**config.mk**
```make
export PLATFORM = sky130hd
export DESIGN_NAME = stepper_half_step_sequencer
export DESIGN_NICKNAME = d
export VERILOG_FILES = /design/src/sv/shs_pkg.sv /design/src/sv/stepper_half_step_sequencer.sv /design/src/sv/shs_core.sv
export SDC_FILE = /design/constraint.sdc
export NUM_CORES = 1
export LEC_CHECK = 0
export BUFFER_PORTS_ARGS = -buffer_cell sky130_fd_sc_hd__buf_2
export CELL_PAD_IN_SITES_DETAIL_PLACEMENT = 1
export CELL_PAD_IN_SITES_GLOBAL_PLACEMENT = 2
export CORE_ASPECT_RATIO = 2
export CORE_UTILIZATION = 28
export CTS_CLUSTER_DIAMETER = 60
export DETAILED_ROUTE_END_ITERATION = 10
export PLACE_DENSITY_LB_ADDON = 0.1
export SYNTH_ARGS = -nofsm -noshare
export SYNTH_HDL_FRONTEND = slang
export SYNTH_SLANG_ARGS = --single-unit
export TNS_END_PERCENT = 5
```
**constraint.sdc**
```tcl
create_clock -name clk -period 4.8 [get_ports clk]
set_clock_uncertainty 0.15 [all_clocks]
set_input_delay 0.96 -clock clk [delete_from_list [all_inputs] [get_ports clk]]
set_output_delay 0.96 -clock clk [all_outputs]
set_load 0.01 [all_outputs]
```
**src/sv/shs_pkg.sv**
```systemverilog
// Shared types, codes and the half-step coil table for the stepper sequencer.
// No dependencies; used by shs_core and stepper_half_step_sequencer.
`default_nettype none

package shs_pkg;

	localparam int PHASE_COUNT = 8;
	localparam int PHASE_BITS = $clog2(PHASE_COUNT);
	localparam int COIL_BITS = 4;
	localparam int STATUS_BITS = 3;
	localparam int CMD_BITS = 2;
	localparam int CFG_INDEX_BITS = 2;
	localparam int COUNT_BITS_DEF = 16;
	localparam int DELAY_BITS_DEF = 24;
	localparam int STEP_DELAY_RST = 7500;

	// command codes
	localparam logic [CMD_BITS-1:0] CMD_TICK = 2'd0;
	localparam logic [CMD_BITS-1:0] CMD_FWD = 2'd1;
	localparam logic [CMD_BITS-1:0] CMD_BWD = 2'd2;

	// configuration register indexes
	localparam logic [CFG_INDEX_BITS-1:0] REG_STEP_DELAY = 2'd0;
	localparam logic [CFG_INDEX_BITS-1:0] REG_FWD_PRESENT = 2'd1;
	localparam logic [CFG_INDEX_BITS-1:0] REG_BWD_PRESENT = 2'd2;

	typedef enum logic [STATUS_BITS-1:0] {
		ST_IDLE = 3'd0,
		ST_STEP = 3'd1,
		ST_ACCEPT = 3'd2,
		ST_LIMIT = 3'd3,
		ST_BUSY = 3'd4
	} status_t;

	typedef struct packed {
		logic [CMD_BITS-1:0] cmd;
		logic fwd_level;
		logic bwd_level;
	} item_ctl_t;

	typedef struct packed {
		logic fwd_present;
		logic bwd_present;
	} sw_cfg_t;

	// active-low half-step pattern, bit0 drives coil line one
	function automatic logic [COIL_BITS-1:0] coil_of(input logic [PHASE_BITS-1:0] ph);
		logic [COIL_BITS-1:0] c;
		case (ph)
			3'd0: c = 4'hE;
			3'd1: c = 4'hC;
			3'd2: c = 4'hD;
			3'd3: c = 4'h9;
			3'd4: c = 4'hB;
			3'd5: c = 4'h3;
			3'd6: c = 4'h7;
			3'd7: c = 4'h6;
			default: c = 4'hE;
		endcase
		return c;
	endfunction

endpackage

`default_nettype wire

```
**src/sv/stepper_half_step_sequencer.sv**
```systemverilog
// Path: a request accepted into the input register moves on to the result
// register. Throughput: one request per cycle, set by the state update in
// shs_core; stalls only when out_ready is low.
// Reset: phase 0, coil 0xE, no move pending, tick counter saturated,
// step_delay 7500, both limit switches not fitted, no result pending.
// Depends on shs_pkg and shs_core.
`default_nettype none

module stepper_half_step_sequencer #(
	parameter int COUNT_BITS = shs_pkg::COUNT_BITS_DEF,
	parameter int DELAY_BITS = shs_pkg::DELAY_BITS_DEF
) (
	input wire logic clk,
	input wire logic arst_n,

	input wire logic cfg_valid,
	output logic cfg_ready,
	input wire logic [shs_pkg::CFG_INDEX_BITS-1:0] cfg_index,
	input wire logic [DELAY_BITS-1:0] cfg_data,

	input wire logic in_valid,
	output logic in_ready,
	input wire logic [shs_pkg::CMD_BITS-1:0] cmd,
	input wire logic [COUNT_BITS-1:0] step_count,
	input wire logic forward_switch_level,
	input wire logic backward_switch_level,

	output logic out_valid,
	input wire logic out_ready,
	output logic [shs_pkg::COIL_BITS-1:0] coil_pattern,
	output logic [shs_pkg::STATUS_BITS-1:0] status,
	output logic busy_res,
	output logic [COUNT_BITS-1:0] steps_left
);

	logic [DELAY_BITS-1:0] step_delay_q;
	shs_pkg::sw_cfg_t sw_q;

	logic v_s1;
	shs_pkg::item_ctl_t ctl_s1;
	logic [COUNT_BITS-1:0] count_s1;
	logic adv;

	shs_pkg::status_t status_nxt;
	logic [shs_pkg::COIL_BITS-1:0] coil_nxt;
	logic [COUNT_BITS-1:0] remaining_nxt;

	logic out_valid_q;
	logic [shs_pkg::COIL_BITS-1:0] coil_q;
	shs_pkg::status_t status_q;
	logic busy_q;
	logic [COUNT_BITS-1:0] steps_q;

	assign cfg_ready = 1'b1;

	always_ff @(posedge clk or negedge arst_n) begin
		if (!arst_n) begin
			step_delay_q <= DELAY_BITS'(shs_pkg::STEP_DELAY_RST);
			sw_q <= '0;
		end else if (cfg_valid) begin
			case (cfg_index)
				shs_pkg::REG_STEP_DELAY: step_delay_q <= cfg_data;
				shs_pkg::REG_FWD_PRESENT: sw_q.fwd_present <= cfg_data[0];
				shs_pkg::REG_BWD_PRESENT: sw_q.bwd_present <= cfg_data[0];
				default: ;
			endcase
		end
	end

	// request moves on when the result register is free or being drained
	assign adv = v_s1 && (!out_valid_q || out_ready);
	assign in_ready = !v_s1 || adv;

	always_ff @(posedge clk or negedge arst_n) begin
		if (!arst_n) begin
			v_s1 <= 1'b0;
		end else if (in_ready) begin
			v_s1 <= in_valid;
		end
	end

	always_ff @(posedge clk) begin
		if (in_valid && in_ready) begin
			ctl_s1.cmd <= cmd;
			ctl_s1.fwd_level <= forward_switch_level;
			ctl_s1.bwd_level <= backward_switch_level;
			count_s1 <= step_count;
		end
	end

	shs_core #(
		.COUNT_BITS(COUNT_BITS),
		.DELAY_BITS(DELAY_BITS)
	) u_core (
		.clk(clk),
		.arst_n(arst_n),
		.adv(adv),
		.ctl(ctl_s1),
		.count(count_s1),
		.step_delay(step_delay_q),
		.sw(sw_q),
		.status_nxt(status_nxt),
		.coil_nxt(coil_nxt),
		.remaining_nxt(remaining_nxt)
	);

	always_ff @(posedge clk or negedge arst_n) begin
		if (!arst_n) begin
			out_valid_q <= 1'b0;
		end else if (adv) begin
			out_valid_q <= 1'b1;
		end else if (out_ready) begin
			out_valid_q <= 1'b0;
		end
	end

	always_ff @(posedge clk) begin
		if (adv) begin
			coil_q <= coil_nxt;
			status_q <= status_nxt;
			busy_q <= (remaining_nxt != '0);
			steps_q <= remaining_nxt;
		end
	end

	assign out_valid = out_valid_q;
	assign coil_pattern = coil_q;
	assign status = status_q;
	assign busy_res = busy_q;
	assign steps_left = steps_q;

endmodule

`default_nettype wire

```
**src/sv/shs_core.sv**
```systemverilog
// Sequencer state (phase, step count, direction, tick counter, coil latch)
// and the per-request update logic. Depends on shs_pkg.
`default_nettype none

module shs_core #(
	parameter int COUNT_BITS = shs_pkg::COUNT_BITS_DEF,
	parameter int DELAY_BITS = shs_pkg::DELAY_BITS_DEF
) (
	input wire logic clk,
	input wire logic arst_n,
	input wire logic adv,
	input wire shs_pkg::item_ctl_t ctl,
	input wire logic [COUNT_BITS-1:0] count,
	input wire logic [DELAY_BITS-1:0] step_delay,
	input wire shs_pkg::sw_cfg_t sw,
	output shs_pkg::status_t status_nxt,
	output logic [shs_pkg::COIL_BITS-1:0] coil_nxt,
	output logic [COUNT_BITS-1:0] remaining_nxt
);

	logic [shs_pkg::PHASE_BITS-1:0] phase_q, phase_nxt;
	logic [COUNT_BITS-1:0] remaining_q;
	logic backward_q, backward_nxt;
	logic [DELAY_BITS-1:0] elapsed_q, elapsed_nxt, elapsed_inc;
	logic [shs_pkg::COIL_BITS-1:0] coil_q;
	logic present, level;

	always_ff @(posedge clk or negedge arst_n) begin
		if (!arst_n) begin
			phase_q <= '0;
			remaining_q <= '0;
			backward_q <= 1'b0;
			elapsed_q <= '1;
			coil_q <= shs_pkg::coil_of('0);
		end else if (adv) begin
			phase_q <= phase_nxt;
			remaining_q <= remaining_nxt;
			backward_q <= backward_nxt;
			elapsed_q <= elapsed_nxt;
			coil_q <= coil_nxt;
		end
	end

	always_comb begin
		phase_nxt = phase_q;
		remaining_nxt = remaining_q;
		backward_nxt = backward_q;
		elapsed_nxt = elapsed_q;
		coil_nxt = coil_q;
		status_nxt = shs_pkg::ST_IDLE;
		// counter saturates at all ones
		elapsed_inc = (elapsed_q == '1) ? elapsed_q : elapsed_q + DELAY_BITS'(1);
		present = (ctl.cmd == shs_pkg::CMD_BWD) ? sw.bwd_present : sw.fwd_present;
		level = (ctl.cmd == shs_pkg::CMD_BWD) ? ctl.bwd_level : ctl.fwd_level;
		case (ctl.cmd)
			shs_pkg::CMD_TICK: begin
				elapsed_nxt = elapsed_inc;
				if (remaining_q != '0 && elapsed_inc >= step_delay) begin
					phase_nxt = backward_q ? phase_q - shs_pkg::PHASE_BITS'(1)
						: phase_q + shs_pkg::PHASE_BITS'(1);
					coil_nxt = shs_pkg::coil_of(phase_nxt);
					elapsed_nxt = '0;
					remaining_nxt = remaining_q - COUNT_BITS'(1);
					status_nxt = shs_pkg::ST_STEP;
				end
			end
			shs_pkg::CMD_FWD, shs_pkg::CMD_BWD: begin
				if (remaining_q != '0) begin
					status_nxt = shs_pkg::ST_BUSY;
				end else if (present && !level) begin
					status_nxt = shs_pkg::ST_LIMIT;
				end else begin
					remaining_nxt = count;
					backward_nxt = (ctl.cmd == shs_pkg::CMD_BWD);
					status_nxt = shs_pkg::ST_ACCEPT;
				end
			end
			default: ; // unused code: no change, tick counter holds
		endcase
	end

endmodule

`default_nettype wire
```
==> flow_metrics.tcl <==
set metrics [dict create \
    peakVddDrop_v 0.000223 \
    die_x_microns 112 \
    grt.total_usage 0.201 \
    fin_nets 960 \
    yosysTopAreaCell "edfxtp_1" \
    ios 78 \
    slowest_stage "dfstp_2" \
    worstPathRequired_ns 4.83 \
    p_int_mw 2.44 \
    ys_warn_count 0 \
    relSlewSlack 0.286 \
    start_kind "flop" \
    post-route-period-util 1.04 \
    synthFlopType "edfxtp_1" \
    cts.clk_slew.worst_paths_ns 0.06 \
    grt_pass1_vias 6694 \
    antenna_left 0 \
    dp.cells 1128 \
    grt_pass1_wl_microns 36900 \
    synth_top_area_frac 0.194 \
    insertedDiodeCount 0 \
    cts-hold-fix-buffers 0 \
    numCtsBuffers 17 \
    ys_types 71 \
    startpoint "u_core.elapsed_q[13]" \
    whs_ns 0.333 \
    io_buffers 76 \
    seq_power_share 0.376 \
    dp_hpwl_microns 18200 \
    ys_ff_latch 120 \
    gp_congestion 0.895 \
    period_minus_slack_ns 4.99 \
    place_ws_ns -0.464 \
    antenna_found_initial 0 \
    htree_levels 4 \
    cts.sinks 120 \
    combinationalPowerShare 0.235 \
    hold_viol 0 \
    cts_tree "built" \
    reg2reg_from "u_core.elapsed_q[13]" \
    end_kind "flop" \
    maxCapViolCount 0 \
    grt_overflow 0 \
    fmax_mhz 200 \
    rsz0062_at_grt "yes" \
    syn_avg_cell_area_sq_um 9.85 \
    drc 3 \
    drtIter0Drc 193 \
    num_rows 80 \
    p_sw_mw 1.04 \
    die_y_microns 222 \
    p_sw_frac 0.299 \
    slew_viol_final 0 \
    power_mw 3.48 \
    yosysMostFrequentCell "nand2_1" \
    ys_top_cells_by_count "nand2_1, o21ai_0, edfxtp_1" \
    hp-class "reg -> reg" \
    fillers 2778 \
    wire_per_inst_microns 20.2 \
    crit_chain "nand3_1 > nor4_2 > buf_4 > nand4_1 > nand4_2 > buf_4 > nor2_1 > and3_1 > xor2_1 > ha_1 > nand2_2 > nor3_4 > a32o_2 > o31ai_4 > buf_4 > a21oi_4 > buf_6 > mux2i_1 > nor4_2 > nand4_1 > or4_1" \
    cts_buffer_depth 2 \
    violations "design-rule violations, negative setup slack" \
    synth_edf_count 44 \
    crit_end "busy_res" \
    outcome "finished with violations" \
    wirelength_microns 23700 \
    drt_pass1_iterations 7 \
    critPathArrivalTime_ns 5.02 \
    viasPerCell 5.14 \
    postSynth.asyncResetShare 0.633 \
    worst_pin_slew_ns 1.07 \
    cts_root_buffer "clkbuf_16" \
    setup_viol 1 \
    syn_nets 775 \
    leakage_nw 4.02 \
    grt_max_degree 48 \
    r2r_slack_ns -0.19 \
    core-area_sq_um 23800 \
    syn_inst 691 \
    clkPwrFrac 0.390 \
    power.density_nw_per_um2 380 \
    die_area_sq_um 25000 \
    synth.area.top_cells "edfxtp_1, dfrtp_1, dfstp_2" \
    critPathMaxFanout 7 \
    clk_latency_ns 0.45 \
    layout_setup_ws_ns -0.188 \
    critical_path_class "reg -> reg" \
    timing.rr.end "busy_res" \
    crit_top_cell "buf_4" \
    syn_area_sq_um 6810 \
    vias 6042 \
    drive_gt1_frac 0.364 \
    yosysSeqAreaShare 0.480 \
    stdcell_count 1176 \
    slowest_delay_ns 0.53 \
    reg2regPathDepth 21 \
    start_util 0.286 \
    areaGrowthSynthToFinish_pct 34.6 \
]
-- worst max-delay path: cells and delay by family (launching register included) --
| family | cells | cell delay [ns] |
|---|---|---|
| AO/OA/AOI/OAI | 3 | 0.54 |
| XOR/XNOR | 1 | 0.16 |
| adder cells (fa/ha/maj) | 1 | 0.31 |
| buffers and inverters | 4 | 0.59 |
| flip-flops | 1 | 0.53 |
| multiplexers | 1 | 0.12 |
| AND/OR/NAND/NOR | 11 | 2.32 |
-- routing by layer --
layer / up-vias / track usage / wire (microns)
li1: 2854 / - / -
met5: - / 0 / 0
met1: 2999 / 0.178 / 7870
met3: 66 / 0.0434 / 737
met2: 123 / 0.399 / 13800
met4: 0 / 0.127 / 1330
-- flip-flops by register name, summed over array words and instances (netlist names), 4 cells and up --
| name | count |
|---|---|
| u_core.remaining_q | 16 |
| ctl_s1 | 4 |
| step_delay_q | 24 |
| steps_left | 16 |
| u_core.elapsed_q | 24 |
| coil_pattern | 4 |
| u_core.coil_q | 4 |
| count_s1 | 16 |
-- worst min-delay path by stage --
| stage | endpoint | cells after the start | start | slack (ns) |
|---|---|---|---|---|
| 2_1_floorplan | u_core.elapsed_q[20] | 2 | u_core.elapsed_q[20] | 0.30 |
| 3_3_place_gp | u_core.coil_q[3] | 2 | u_core.coil_q[3] | 0.32 |
| 3_5_place_dp | u_core.coil_q[3] | 2 | u_core.coil_q[3] | 0.33 |
| 4_1_cts | u_core.coil_q[3] | 2 | u_core.coil_q[3] | 0.34 |
| 5_1_grt | step_delay_q[0] | 1 | step_delay_q[0] | 0.38 |
| 6_report | u_core.coil_q[3] | 2 | u_core.coil_q[3] | 0.33 |
-- repair_timing --
| action | 4_1_cts | 5_1_grt |
|---|---|---|
| gates resized for setup | 10 | 29 |
| buffers inserted | 6 | 9 |
| cloned | 0 | 1 |
| pin swaps | 15 | 29 |
| setup endpoints to repair | 1 | 41 |
-- power by group through the flow --
stage	clock network (mW)	registers, mW	logic (mW)
after floorplan	0	1.31	0.444
after global placement	0	1.32	0.770
after detailed placement	0	1.32	0.789
after CTS	1.40	1.31	0.802
after global routing	1.43	1.32	0.908
final	1.35	1.31	0.817
-- through the flow --
step	utilization	cell area, sq um	TNS [ns]
6_report	0.385	9160	-0.188
4_1_cts	0.375	8940	-0.279
5_1_grt	0.385	9160	-0.419
3_5_place_dp	0.345	8220	-0.464
3_3_place_gp	0.345	8220	-0.365
2_1_floorplan	-	6860	-0.0136
-- cell usage in the layout, fill, tap and decap left out, types with 4 or more instances in the layout --
cell / synthesis / routed
buf_4: 5 / 116
nand2_1: 117 / 114
buf_2: 2 / 75
o21ai_0: 61 / 55
edfxtp_1: 44 / 44
dfrtp_1: 42 / 42
inv_1: 38 / 38
dfstp_2: 34 / 34
nor2_1: 34 / 32
ha_1: 32 / 30
nand3_1: 26 / 24
clkbuf_16: 0 / 20
a21oi_1: 23 / 19
xnor2_1: 17 / 17
mux2_2: 15 / 15
and3_1: 12 / 12
o31ai_1: 12 / 12
nand4_1: 9 / 9
nor3_1: 10 / 9
a31oi_1: 10 / 9
and4_1: 7 / 7
xor2_1: 8 / 7
o211ai_1: 7 / 7
nand3b_1: 6 / 6
a21o_1: 6 / 6
mux2i_1: 6 / 6
clkbuf_8: 0 / 6
nand2b_1: 5 / 5
o21ai_1: 1 / 4
and2_1: 5 / 4
or3_1: 6 / 4
a22o_1: 4 / 4
-- cells by family (layout without fill, tap and decap cells) --
| logic type | after synthesis | after routing | synth area share |
|---|---|---|---|
| adder cells (fa/ha/maj) | 33 | 33 | 0.0618 |
| other | 1 | 1 | 0.000551 |
| AND/OR/NAND/NOR | 264 | 264 | 0.194 |
| multiplexers | 21 | 21 | 0.0336 |
| buffers and inverters | 67 | 264 | 0.0434 |
| XOR/XNOR | 25 | 25 | 0.0322 |
| AO/OA/AOI/OAI | 160 | 161 | 0.155 |
| flip-flops | 120 | 120 | 0.480 |
-- cell type report --
| cell class | instances | area [sq um] | share of cell area |
|---|---|---|---|
| clock inverters | 3 | 46.3 | 0.00505 |
| clock buffers | 29 | 594 | 0.0649 |
| multi-input cells | 505 | 3470 | 0.379 |
| flip-flops and latches | 120 | 3270 | 0.357 |
| well taps | 287 | 359 | 0.0392 |
| inverters | 38 | 143 | 0.0156 |
| repair buffers | 194 | 1280 | 0.140 |
(Power assumes the default switching activity.)
